<file path="src/ipc_pkg.sv">
package ipc_pkg;

    localparam int VECTOR_COUNT_DEF = 256;
    localparam int QUEUE_DEPTH      = 2;
    localparam int ROW_BITS         = 32;
    localparam int BIT_W            = 5;
    localparam logic [7:0] LEGAL_MIN = 8'd16;

    typedef enum logic [1:0] {
        ACT_PEND  = 2'd0,
        ACT_ACK   = 2'd1,
        ACT_EOI   = 2'd2,
        ACT_QUERY = 2'd3
    } action_t;

    typedef struct packed {
        action_t    act;
        logic [7:0] vec;
        logic       ie;
        logic [3:0] tpr;
        logic       illegal;
        logic       in_range;
    } item_t;

    // interrupts must be enabled, and the class must beat the task priority and the class in service
    function automatic logic vec_allowed(logic [7:0] vec, logic ie, logic [3:0] tpr,
                                         logic srv_valid, logic [7:0] srv_vec);
        vec_allowed = ie && (vec[7:4] > tpr) && (!srv_valid || (vec[7:4] > srv_vec[7:4]));
    endfunction

endpackage

</file>
<file path="src/ipc_front.sv">
module ipc_front import ipc_pkg::*; #(
    parameter int VECTOR_COUNT = VECTOR_COUNT_DEF
) (
    input  logic       clk,
    input  logic       rst_n,
    input  logic       start,
    output logic       busy,
    input  logic [1:0] action,
    input  logic [7:0] vector,
    input  logic       interrupts_enabled,
    input  logic [3:0] task_priority,
    input  logic       q_full,
    output logic       push,
    output item_t      push_item
);

    logic  valid_reg, valid_next;
    item_t item_reg;
    logic  take;

    assign busy      = valid_reg && q_full;
    assign take      = start && !busy;
    assign push      = valid_reg && !q_full;
    assign push_item = item_reg;

    always_comb
    begin
        valid_next = valid_reg;
        if (take)
        begin
            valid_next = 1'b1;
        end
        else if (push)
        begin
            valid_next = 1'b0;
        end
    end

    always_ff @(posedge clk or negedge rst_n)
    begin
        if (!rst_n)
        begin
            valid_reg <= 1'b0;
        end
        else
        begin
            valid_reg <= valid_next;
        end
    end

    // classify on the way in
    always_ff @(posedge clk)
    begin
        if (take)
        begin
            item_reg.act      <= action_t'(action);
            item_reg.vec      <= vector;
            item_reg.ie       <= interrupts_enabled;
            item_reg.tpr      <= task_priority;
            item_reg.illegal  <= (vector < LEGAL_MIN);
            item_reg.in_range <= ({1'b0, vector} < 9'(VECTOR_COUNT));
        end
    end

endmodule

</file>
<file path="src/ipc_queue.sv">
module ipc_queue import ipc_pkg::*; #(
    parameter int DEPTH = QUEUE_DEPTH
) (
    input  logic  clk,
    input  logic  rst_n,
    input  logic  push,
    input  item_t push_item,
    output logic  full,
    input  logic  pop,
    output logic  empty,
    output item_t head
);

    localparam int PTR_W = (DEPTH > 1) ? $clog2(DEPTH) : 1;
    localparam int CNT_W = $clog2(DEPTH + 1);

    item_t              mem [DEPTH];
    logic [PTR_W-1:0]   wr_reg, wr_next, rd_reg, rd_next;
    logic [CNT_W-1:0]   cnt_reg, cnt_next;

    assign full  = (cnt_reg == CNT_W'(DEPTH));
    assign empty = (cnt_reg == '0);
    assign head  = mem[rd_reg];

    always_comb
    begin
        wr_next  = wr_reg;
        rd_next  = rd_reg;
        cnt_next = cnt_reg;
        if (push)
        begin
            wr_next = (wr_reg == PTR_W'(DEPTH - 1)) ? '0 : wr_reg + 1'b1;
        end
        if (pop)
        begin
            rd_next = (rd_reg == PTR_W'(DEPTH - 1)) ? '0 : rd_reg + 1'b1;
        end
        if (push && !pop)
        begin
            cnt_next = cnt_reg + 1'b1;
        end
        else if (pop && !push)
        begin
            cnt_next = cnt_reg - 1'b1;
        end
    end

    always_ff @(posedge clk or negedge rst_n)
    begin
        if (!rst_n)
        begin
            wr_reg  <= '0;
            rd_reg  <= '0;
            cnt_reg <= '0;
        end
        else
        begin
            wr_reg  <= wr_next;
            rd_reg  <= rd_next;
            cnt_reg <= cnt_next;
        end
    end

    always_ff @(posedge clk)
    begin
        if (push)
        begin
            mem[wr_reg] <= push_item;
        end
    end

endmodule

</file>
<file path="src/ipc_back.sv">
module ipc_back import ipc_pkg::*; #(
    parameter int VECTOR_COUNT = VECTOR_COUNT_DEF
) (
    input  logic       clk,
    input  logic       rst_n,
    input  logic       q_empty,
    input  item_t      head,
    output logic       pop,
    output logic       done,
    output logic       delivered,
    output logic [7:0] delivered_vector,
    output logic       would_accept,
    output logic       illegal_vector_seen,
    output logic       pending_any,
    output logic [7:0] highest_pending,
    output logic       in_service_any,
    output logic [7:0] highest_in_service
);

    localparam int ROWS  = (VECTOR_COUNT + ROW_BITS - 1) / ROW_BITS;
    localparam int ROW_W = (ROWS > 1) ? $clog2(ROWS) : 1;
    localparam int IDX_W = ROW_W + BIT_W;

    typedef enum logic [4:0] {
        B_IDLE = 5'b00001,
        B_EXEC = 5'b00010,
        B_ROW  = 5'b00100,
        B_BIT  = 5'b01000,
        B_DONE = 5'b10000
    } bstate_t;

    bstate_t state_reg, state_next;
    item_t   cur_reg;

    logic [ROW_BITS-1:0] req_reg [ROWS];
    logic [ROW_BITS-1:0] req_next [ROWS];
    logic [ROW_BITS-1:0] srv_reg [ROWS];
    logic [ROW_BITS-1:0] srv_next [ROWS];

    logic       treq_v_reg, treq_v_next, tsrv_v_reg, tsrv_v_next;
    logic [7:0] treq_reg, treq_next, tsrv_reg, tsrv_next;
    logic       err_reg, err_next;
    logic       dlv_reg, dlv_next, acc_reg, acc_next;
    logic [7:0] dvec_reg, dvec_next;

    logic [ROW_W-1:0] rrow_reg, rrow_next, srow_reg, srow_next;
    logic             rany_reg, rany_next, sany_reg, sany_next;

    logic [IDX_W-1:0] cur_idx, treq_idx, tsrv_idx;
    logic             ack_ok;
    logic [BIT_W-1:0] rbit, sbit;
    logic [ROW_BITS-1:0] rsel, ssel;

    assign pop      = ((state_reg == B_IDLE) || (state_reg == B_DONE)) && !q_empty;
    assign cur_idx  = IDX_W'(cur_reg.vec);
    assign treq_idx = IDX_W'(treq_reg);
    assign tsrv_idx = IDX_W'(tsrv_reg);
    assign ack_ok   = treq_v_reg && vec_allowed(treq_reg, cur_reg.ie, cur_reg.tpr,
                                                tsrv_v_reg, tsrv_reg);
    assign rsel     = req_reg[rrow_reg];
    assign ssel     = srv_reg[srow_reg];

    assign done                = (state_reg == B_DONE);
    assign delivered           = dlv_reg;
    assign delivered_vector    = dvec_reg;
    assign would_accept        = acc_reg;
    assign illegal_vector_seen = err_reg;
    assign pending_any         = treq_v_reg;
    assign highest_pending     = treq_reg;
    assign in_service_any      = tsrv_v_reg;
    assign highest_in_service  = tsrv_reg;

    // highest set bit of the selected rows
    always_comb
    begin
        rbit = '0;
        sbit = '0;
        for (int b = 0; b < ROW_BITS; b++)
        begin
            if (rsel[b])
            begin
                rbit = BIT_W'(b);
            end
            if (ssel[b])
            begin
                sbit = BIT_W'(b);
            end
        end
    end

    always_comb
    begin
        state_next  = state_reg;
        req_next    = req_reg;
        srv_next    = srv_reg;
        treq_v_next = treq_v_reg;
        treq_next   = treq_reg;
        tsrv_v_next = tsrv_v_reg;
        tsrv_next   = tsrv_reg;
        err_next    = err_reg;
        dlv_next    = dlv_reg;
        dvec_next   = dvec_reg;
        acc_next    = acc_reg;
        rrow_next   = rrow_reg;
        srow_next   = srow_reg;
        rany_next   = rany_reg;
        sany_next   = sany_reg;
        case (state_reg)
            B_IDLE:
            begin
                if (pop)
                begin
                    state_next = B_EXEC;
                end
            end
            B_EXEC:
            begin
                dlv_next   = 1'b0;
                dvec_next  = '0;
                acc_next   = 1'b0;
                state_next = B_DONE;
                case (cur_reg.act)
                    ACT_PEND:
                    begin
                        if (cur_reg.illegal)
                        begin
                            err_next = 1'b1;
                        end
                        else if (cur_reg.in_range)
                        begin
                            req_next[cur_idx[IDX_W-1:BIT_W]][cur_idx[BIT_W-1:0]] = 1'b1;
                            state_next = B_ROW;
                        end
                    end
                    ACT_ACK:
                    begin
                        if (ack_ok)
                        begin
                            srv_next[treq_idx[IDX_W-1:BIT_W]][treq_idx[BIT_W-1:0]] = 1'b1;
                            req_next[treq_idx[IDX_W-1:BIT_W]][treq_idx[BIT_W-1:0]] = 1'b0;
                            dlv_next   = 1'b1;
                            dvec_next  = treq_reg;
                            state_next = B_ROW;
                        end
                    end
                    ACT_EOI:
                    begin
                        if (tsrv_v_reg)
                        begin
                            srv_next[tsrv_idx[IDX_W-1:BIT_W]][tsrv_idx[BIT_W-1:0]] = 1'b0;
                            state_next = B_ROW;
                        end
                    end
                    ACT_QUERY:
                    begin
                        acc_next = vec_allowed(cur_reg.vec, cur_reg.ie, cur_reg.tpr,
                                               tsrv_v_reg, tsrv_reg);
                    end
                    default:
                    begin
                        state_next = B_DONE;
                    end
                endcase
            end
            B_ROW:
            begin
                // highest nonzero row of each bitmap
                rany_next = 1'b0;
                sany_next = 1'b0;
                rrow_next = '0;
                srow_next = '0;
                for (int r = 0; r < ROWS; r++)
                begin
                    if (|req_reg[r])
                    begin
                        rany_next = 1'b1;
                        rrow_next = ROW_W'(r);
                    end
                    if (|srv_reg[r])
                    begin
                        sany_next = 1'b1;
                        srow_next = ROW_W'(r);
                    end
                end
                state_next = B_BIT;
            end
            B_BIT:
            begin
                treq_v_next = rany_reg;
                treq_next   = rany_reg ? 8'({rrow_reg, rbit}) : 8'd0;
                tsrv_v_next = sany_reg;
                tsrv_next   = sany_reg ? 8'({srow_reg, sbit}) : 8'd0;
                state_next  = B_DONE;
            end
            B_DONE:
            begin
                state_next = pop ? B_EXEC : B_IDLE;
            end
            default:
            begin
                state_next = B_IDLE;
            end
        endcase
    end

    always_ff @(posedge clk or negedge rst_n)
    begin
        if (!rst_n)
        begin
            state_reg  <= B_IDLE;
            for (int r = 0; r < ROWS; r++)
            begin
                req_reg[r] <= '0;
                srv_reg[r] <= '0;
            end
            treq_v_reg <= 1'b0;
            treq_reg   <= '0;
            tsrv_v_reg <= 1'b0;
            tsrv_reg   <= '0;
            err_reg    <= 1'b0;
            dlv_reg    <= 1'b0;
            dvec_reg   <= '0;
            acc_reg    <= 1'b0;
            rany_reg   <= 1'b0;
            sany_reg   <= 1'b0;
        end
        else
        begin
            state_reg  <= state_next;
            req_reg    <= req_next;
            srv_reg    <= srv_next;
            treq_v_reg <= treq_v_next;
            treq_reg   <= treq_next;
            tsrv_v_reg <= tsrv_v_next;
            tsrv_reg   <= tsrv_next;
            err_reg    <= err_next;
            dlv_reg    <= dlv_next;
            dvec_reg   <= dvec_next;
            acc_reg    <= acc_next;
            rany_reg   <= rany_next;
            sany_reg   <= sany_next;
        end
    end

    always_ff @(posedge clk)
    begin
        rrow_reg <= rrow_next;
        srow_reg <= srow_next;
        if (pop)
        begin
            cur_reg <= head;
        end
    end

endmodule

</file>
<file path="src/interrupt_priority_controller.sv">
// channel   direction  handshake        payload
// command   in         start, busy      action, vector, interrupts_enabled, task_priority
// result    out        done (strobe)    delivered, delivered_vector, would_accept,
//                                       illegal_vector_seen, pending_any, highest_pending,
//                                       in_service_any, highest_in_service
//
// a command is taken when start is high and busy is low; busy rises only while the
// input register holds a command and the two-entry queue is full
// the execution engine goes from execute straight to result for a query, a blocked
// acknowledge, an empty end of interrupt or an illegal or out-of-range pend, and through
// update, row search, bit search and result for a bitmap update; it pops the next command
// only in idle or result, so it does not start a command before the last one is through
// done is high for one cycle per command, in command order; the receiver cannot stall
// reset clears both bitmaps, the top registers and the error flag at once
module interrupt_priority_controller import ipc_pkg::*; #(
    parameter int VECTOR_COUNT = VECTOR_COUNT_DEF
) (
    input  logic       clk,
    input  logic       rst_n,
    input  logic       start,
    output logic       busy,
    input  logic [1:0] action,
    input  logic [7:0] vector,
    input  logic       interrupts_enabled,
    input  logic [3:0] task_priority,
    output logic       done,
    output logic       delivered,
    output logic [7:0] delivered_vector,
    output logic       would_accept,
    output logic       illegal_vector_seen,
    output logic       pending_any,
    output logic [7:0] highest_pending,
    output logic       in_service_any,
    output logic [7:0] highest_in_service
);

    logic  q_full, q_empty, push, pop;
    item_t push_item, head;

    ipc_front #(
        .VECTOR_COUNT(VECTOR_COUNT)
    ) u_front (
        .clk                (clk),
        .rst_n              (rst_n),
        .start              (start),
        .busy               (busy),
        .action             (action),
        .vector             (vector),
        .interrupts_enabled (interrupts_enabled),
        .task_priority      (task_priority),
        .q_full             (q_full),
        .push               (push),
        .push_item          (push_item)
    );

    ipc_queue #(
        .DEPTH(QUEUE_DEPTH)
    ) u_queue (
        .clk       (clk),
        .rst_n     (rst_n),
        .push      (push),
        .push_item (push_item),
        .full      (q_full),
        .pop       (pop),
        .empty     (q_empty),
        .head      (head)
    );

    ipc_back #(
        .VECTOR_COUNT(VECTOR_COUNT)
    ) u_back (
        .clk                 (clk),
        .rst_n               (rst_n),
        .q_empty             (q_empty),
        .head                (head),
        .pop                 (pop),
        .done                (done),
        .delivered           (delivered),
        .delivered_vector    (delivered_vector),
        .would_accept        (would_accept),
        .illegal_vector_seen (illegal_vector_seen),
        .pending_any         (pending_any),
        .highest_pending     (highest_pending),
        .in_service_any      (in_service_any),
        .highest_in_service  (highest_in_service)
    );

endmodule

</file>
<file path="config.mk">
export PLATFORM = sky130hd
export DESIGN_NAME = interrupt_priority_controller
export DESIGN_NICKNAME = d
export VERILOG_FILES = /design/src/ipc_pkg.sv /design/src/ipc_front.sv /design/src/ipc_queue.sv /design/src/ipc_back.sv /design/src/interrupt_priority_controller.sv
export SDC_FILE = /design/constraint.sdc
export NUM_CORES = 2
export LEC_CHECK = 0
export ABC_AREA = 1
export BUFFER_PORTS_ARGS = -buffer_cell sky130_fd_sc_hd__buf_2
export CAP_MARGIN = 25
export CORE_ASPECT_RATIO = 0.8
export CORE_UTILIZATION = 30
export DETAILED_ROUTE_END_ITERATION = 6
export GPL_ROUTABILITY_DRIVEN = 0
export PLACE_DENSITY = 0.56
export SLEW_MARGIN = 30
export SYNTH_ARGS = -nofsm -noshare
export SYNTH_HDL_FRONTEND = slang
export SYNTH_SLANG_ARGS = --single-unit
</file>
<file path="constraint.sdc">
create_clock -name clk -period 3 [get_ports clk]
set_input_delay 0.15 -clock clk [delete_from_list [all_inputs] [get_ports clk]]
set_output_delay 0.15 -clock clk [all_outputs]
set_load 0.1 [all_outputs]
</file>
After elaboration in Yosys (flattened, before gate mapping)
Memories as Yosys holds them, arrays and structs flattened. A register that Yosys moved wholly into a read port is not among the register bits.
Cells that the tools add are included.

storage, ports and cells
  register bits = 576
  bits in read-only memories = 0
  word-level logic and storage cells = 285
  memories = 1
  RAM bits = 32
  latch bits = 0

memory list
  name         words  bits a word  read ports  clocked after memory_dff  wr ports  RTL line         source
  u_queue.mem  2      16           1           1                         1         ipc_queue.sv:17  item_t mem [DEPTH];

cells by class
  reductions and logical operators = 55
  bitwise logic cells = 11
  multipliers = 0
  $add $sub $neg = 4
  equality and inequality tests = 14
  div/mod/pow operators = 0
  magnitude comparators = 19
  shift-type cells = 0
  muxes and demuxes = 138

operators by type and width
  operator                                             number
  2-to-1 mux 256 bit                                   5
  one-hot mux 256 bit (2 select lines)                 2
  AND 256 bit                                          2
  inverter 256 bit                                     2
  OR 256 bit                                           2
  OR reduction 32 bit                                  16
  demux 32 bit (select 3 bit)                          3
  OR reduction 128 bit                                 2
  2-to-1 mux 32 bit                                    7
  binary-select mux 32 bit (select 3 bit)              2
  2-to-1 mux 5 bit                                     37
  OR reduction 64 bit                                  2
  2-to-1 mux 4 bit                                     16
  2-to-1 mux 1 bit                                     34
  2-to-1 mux 8 bit                                     4
  2-to-1 mux 2 bit                                     15
  one-hot mux 5 bit (5 select lines)                   1
  2-to-1 mux 3 bit                                     8
  >= comparator 4 bit (second input constant)          5
  inverter 3 -> 4 bit                                  5
  < comparator 5 x 6 -> 1 bit (second input constant)  3
  logical AND 1 bit                                    17
  greater-than comparator 4 bit                        4
  demux 1 bit (select 5 bit)                           3
  other kinds (23)                                     44

Logic depth before layout (Yosys ltp)
  depth after elaboration = 36
  depth in mapped cells = 39

Cells and area by module
A second synthesis with hierarchy kept.

second synthesis, totals
  cells, all modules = 4424
  area total of the unflattened synthesis = 34639.5 um^2

modules (own cells, without submodules)
  module     times used  cells each  seq. area each (um^2)  area each (um^2)
  ipc_back   1           4313        14405.1                32581.2
  ipc_queue  1           78          1121.1                 1483.9
  ipc_front  1           33          505.5                  574.3

Least setup slack after synthesis
OpenSTA, ideal clock, no wires.

  path kind = register to register
  start = register u_back.state_reg[2]
  end = register u_queue.cnt_reg[1]
  arrival time = 4.710 ns
  stages on the path, launching flop included = 11
  buffers on the path = 0
  path slack = -1.834 ns
  required time = 2.877 ns
  library setup time = 0.123 ns
  path through = dfrtp_1 > nor2_1 > inv_1 > nor3_1 > a21oi_1 > a21oi_1 > inv_1 > ha_1 > nor2_1 > nand2_1 > xor2_1

on the way
  longest elaborated chain between the ends = 6

RTL lines
  element                                                 RTL line                             source
  start, declared                                         ipc_back.sv:32                       bstate_t state_reg, state_next;
  start signal, assigned                                  ipc_back.sv:229                      state_reg <= state_next;
  equality test 5 bit *                                   -
  named net done                                          interrupt_priority_controller.sv:26  output logic done,
  logical OR 1 bit *                                      ipc_back.sv:54                       assign pop = ((state_reg == B_IDLE) || (state_reg == B_DONE)) && !q_empty;
  logical AND 1 bit *                                     ipc_back.sv:54
  named net pop                                           interrupt_priority_controller.sv:37  logic q_full, q_empty, push, pop;
  logical NOT 1 bit                                       ipc_queue.sv:38                      if (push && !pop)
  logical AND 1 bit                                       ipc_queue.sv:38
  2-to-1 mux 2 bit or nonzero test 2 bit (tied branches)  -
  end signal, assigned                                    ipc_queue.sv:60                      cnt_reg <= cnt_next;
  end, declared                                           ipc_queue.sv:19                      logic [CNT_W-1:0] cnt_reg, cnt_next;

Mark *: on every way through the listed nets, which the timed path passes. The rest lies on a longest branch.
A chain may end at the register's enable or synchronous reset.

Final worst setup path
  start = register u_back.rrow_reg[0]
  end = register u_back.treq_reg[0] (netlist: u_back.highest_pending[0])

on the way
  longest elaborated chain between the ends = 36

RTL lines
  element                                                 RTL line         source
  start, declared                                         ipc_back.sv:46   logic [ROW_W-1:0] rrow_reg, rrow_next, srow_reg, srow_next;
  start signal, assigned                                  ipc_back.sv:247  rrow_reg <= rrow_next;
  inverter 3 -> 4 bit (implied by the code) *             ipc_back.sv:60   assign rsel = req_reg[rrow_reg];
  binary-select mux 32 bit (select 3 bit) *               ipc_back.sv:60
  2-to-1 mux 32 bit (implied by the code) * (2 in a row)  ipc_back.sv:60
  2-to-1 mux 1 bit                                        ipc_back.sv:80   if (rsel[b])
  2-to-1 mux 2 bit (2 in a row)                           ipc_back.sv:80
  2-to-1 mux 3 bit (4 in a row)                           ipc_back.sv:80
  2-to-1 mux 4 bit (8 in a row)                           ipc_back.sv:80
  2-to-1 mux 5 bit (15 in a row)                          ipc_back.sv:80
  2-to-1 mux 5 bit *                                      ipc_back.sv:80
  2-to-1 mux 8 bit *                                      ipc_back.sv:190  treq_next = rany_reg ? 8'({rrow_reg, rbit}) : 8'd0;
  end signal, assigned                                    ipc_back.sv:233  treq_reg <= treq_next;
  end, declared                                           ipc_back.sv:41   logic [7:0] treq_reg, treq_next, tsrv_reg, tsrv_next;

Mark *: on every way between the ends. The rest lies on a longest branch, timed or not. The select of a mux whose other input is x is not followed.

==> impl_metrics.yaml <==
drt:
  routed_via_density: 5.75
  drc: 4
  antenna_left: 0
  post_drt_wl_per_cell_um: 24.3
  vias: 36985
  drt_wl_total_um: 156000
  dr.pass1.iters: 7
  drtIter0Drc: 5132
logic_synthesis:
  syn_nets: 4706
  netlist_area_mm2: 0.0357
  ys_warn_count: 0
  ys.flop_type: "dfrtp_1"
  synth_edf_count: 70
  yosysUniqueCellTypes: 48
  ys_ff_latch: 623
  avgSynthCellArea_um2: 7.64
  synth_cells: 4671
  yosysSeqAreaShare_pct: 44.7
  async_flop_share_pct: 88.8
pwr:
  leakage_nw: 16.8
  ir_drop_mv: 0.729
  powerDensity_mw_per_mm2: 587
sta:
  fmax_mhz: 321
  fin_ws_ns: -0.118
  worst_pin_slew_ns: 1.03
  final-max-slew-violation-count: 0
  finalClockSkew_ns: 0.0300
  period_share_pct: 104
  setup_viol: 2
  hold_viol: 0
  fin_crit_ns: 3.12
  slew_headroom_pct: 31.6
  rsz0062_at_grt: "true"
critical_path:
  crit_fanout: 18
  crit_family: "simple AND/OR/NAND/NOR gates"
  critical_path.most_common_cell: "nand2_1"
  critPathArrivalTime_ns: 3.73
  start_kind: "register"
  critPathKind: "register to register"
  worstSetupEndpointType: "register"
  slowest_stage: "edfxtp_1"
  reg2reg_slack_ns: -0.12
  cp.required_ns: 3.62
  slowest_delay_ns: 0.51
  cp.buffers_inverters: 2
clock_network:
  cts_tree: "done"
  insertion_delay_ns: 0.67
  clockBufferDepth: 3
  cts.clk_slew.worst_paths_ns: 0.07
  cts_made_buffers: 67
  cts-root-buf: "clkbuf_16"
  htreeDepth: 3
  cts.sinks: 623
placed_design:
  port_buffers: 48
  dp_cells: 6270
  place_hpwl_um: 108000
cells_and_area:
  layout_commonest_cell: "nand2_1"
  stdcell_count: 6427
  final_cell_mix: "875 x nand2_1, 732 x o21ai_0, 544 x dfrtp_1, 483 x inv_1, 286 x nor2_1"
  area_delta_synth_final_pct: 18.8
  drive_gt1_share_pct: 12.0
  fin_util_pct: 36.1
  fin_nets: 4867
grt:
  grt-ovfl-total: 0
  grt_pass1_wl_um: 227000
  grt_max_degree: 194
  grt_pass1_vias: 33889
  antenna_found_initial: 6
  grt_usage_pct: 25.3
floorplan:
  fp.dieW_um: 388
  core_mm2: 0.117
  io_pins: 49
  rows: 112
  die_h_um: 310
  die_area_mm2: 0.120
  start_util_pct: 30.4
run_status:
  status: "finished, violations left"
  violations: "design-rule violations, negative setup slack"
hold_path:
  hold_class: "primary input to async pin"
job:
  cap_violations: 0
==> metrics by stage <==
step | hold slack [ns] | setup slack (ns) | power (mW) | cell area [um^2] | TNS (ns)
floorplan | -0.146 | -0.0186 | 13.3 | 35700 | -0.0186
global placement | 0.116 | -0.141 | 16.0 | 39500 | -0.218
detailed placement | 0.118 | -0.0937 | 16.0 | 39500 | -0.331
CTS | 0.0148 | -0.0768 | 24.6 | 41900 | -0.750
global route | 0.0400 | -0.312 | 25.8 | 42400 | -1.00
finish | 0.0171 | -0.118 | 24.9 | 42400 | -0.141
==> Yosys cell counts (2+ instances only) <==
cell	instances	share of area, %
nor4_1	102	1.8
inv_4	2	0.035
buf_4	19	0.40
nor2_2	2	0.035
nand4_1	45	0.79
edfxtp_1	70	5.9
o21ai_0	740	10
a21boi_1	2	0.042
a31oi_1	9	0.16
a2bb2oi_1	116	2.8
buf_1	10	0.11
o211ai_1	8	0.17
nor2_1	293	3.1
a21boi_0	141	3.0
inv_2	6	0.063
a22oi_1	7	0.15
a21oi_1	181	2.5
and2_1	4	0.070
o21ai_1	64	0.90
dfrtp_1	552	39
a21oi_2	5	0.12
xor2_1	2	0.049
clkbuf_1	215	2.3
ha_1	17	0.60
o31ai_1	67	1.4
nor3_1	241	3.4
o41ai_1	2	0.049
nand2_1	904	9.5
buf_2	41	0.58
buf_6	26	0.82
nand3_1	84	1.2
inv_1	484	5.1
o21bai_1	2	0.042
o22ai_1	194	3.4
==> report_power, final <==
part           leakage [nW]  internal [mW]  switching [mW]
registers              8.34           9.34           0.424
logic                  7.40           1.65            4.88
clock network          1.06           4.79            3.81
==> worst register-to-register path, delay by kind of cell (launching register included) <==
kind,cells,cell delay [ns]
buffers and inverters,2,0.37
DFF,1,0.51
and+or+nand+nor,37,2.18
==> final cells by class <==
| type | count | area [um^2] |
|---|---|---|
| Fill cell | 12161 | 74900 |
| Timing Repair Buffer | 402 | 3720 |
| Sequential cell | 623 | 16000 |
| Multi-Input combinational cell | 3245 | 16700 |
| Tap cell | 1539 | 1930 |
| Antenna cell | 3 | 7.51 |
| Inverter | 493 | 1880 |
| Clock buffer | 96 | 1910 |
| Clock inverter | 26 | 256 |
==> worst paths after layout <==
kind	start	endpoint	depth (start not counted)
max	u_back.rrow_reg[0]	u_back.highest_pending[0]	39
min	rst_n	u_back.srv_reg[194]	2
max reg2reg	u_back.rrow_reg[0]	u_back.highest_pending[0]	39
min reg2reg	u_front.push_item[15]	u_queue.mem[1][14]	0
max in group asynchronous	rst_n	u_back.srv_reg[49]	3
min in group clk	task_priority[1]	u_front.push_item[3]	2
==> layer usage <==
layer,vias up,GRT usage (%),wire length (um)
met5,-,0.791,68
met1,17927,36.4,67600
li1,16469,-,-
met2,2257,33.8,60600
met3,322,9.33,21700
met4,10,9.17,6230
==> kinds of logic (layout without fill, tap and decap cells) <==
logic type	Yosys count	after routing	share of synthesized area, %
compound gates	1547	1548	25.4
xor+xnor	3	3	0.0737
fa+ha+maj	17	17	0.596
buf+inv	804	1017	9.36
flops	623	623	44.7
mux	1	1	0.0281
other cells	0	3	0
simple gates	1676	1676	19.9
==> what timing repair did <==
item	in CTS	in global routing
endpoints found under the hold margin	569	0
cloned	0	8
hold buffers	17	0
resized for setup	8	77
pin swaps	0	5
buffers inserted	0	7
setup endpoints to repair	30	268
Note: power is estimated with default switching activity, not from simulation.
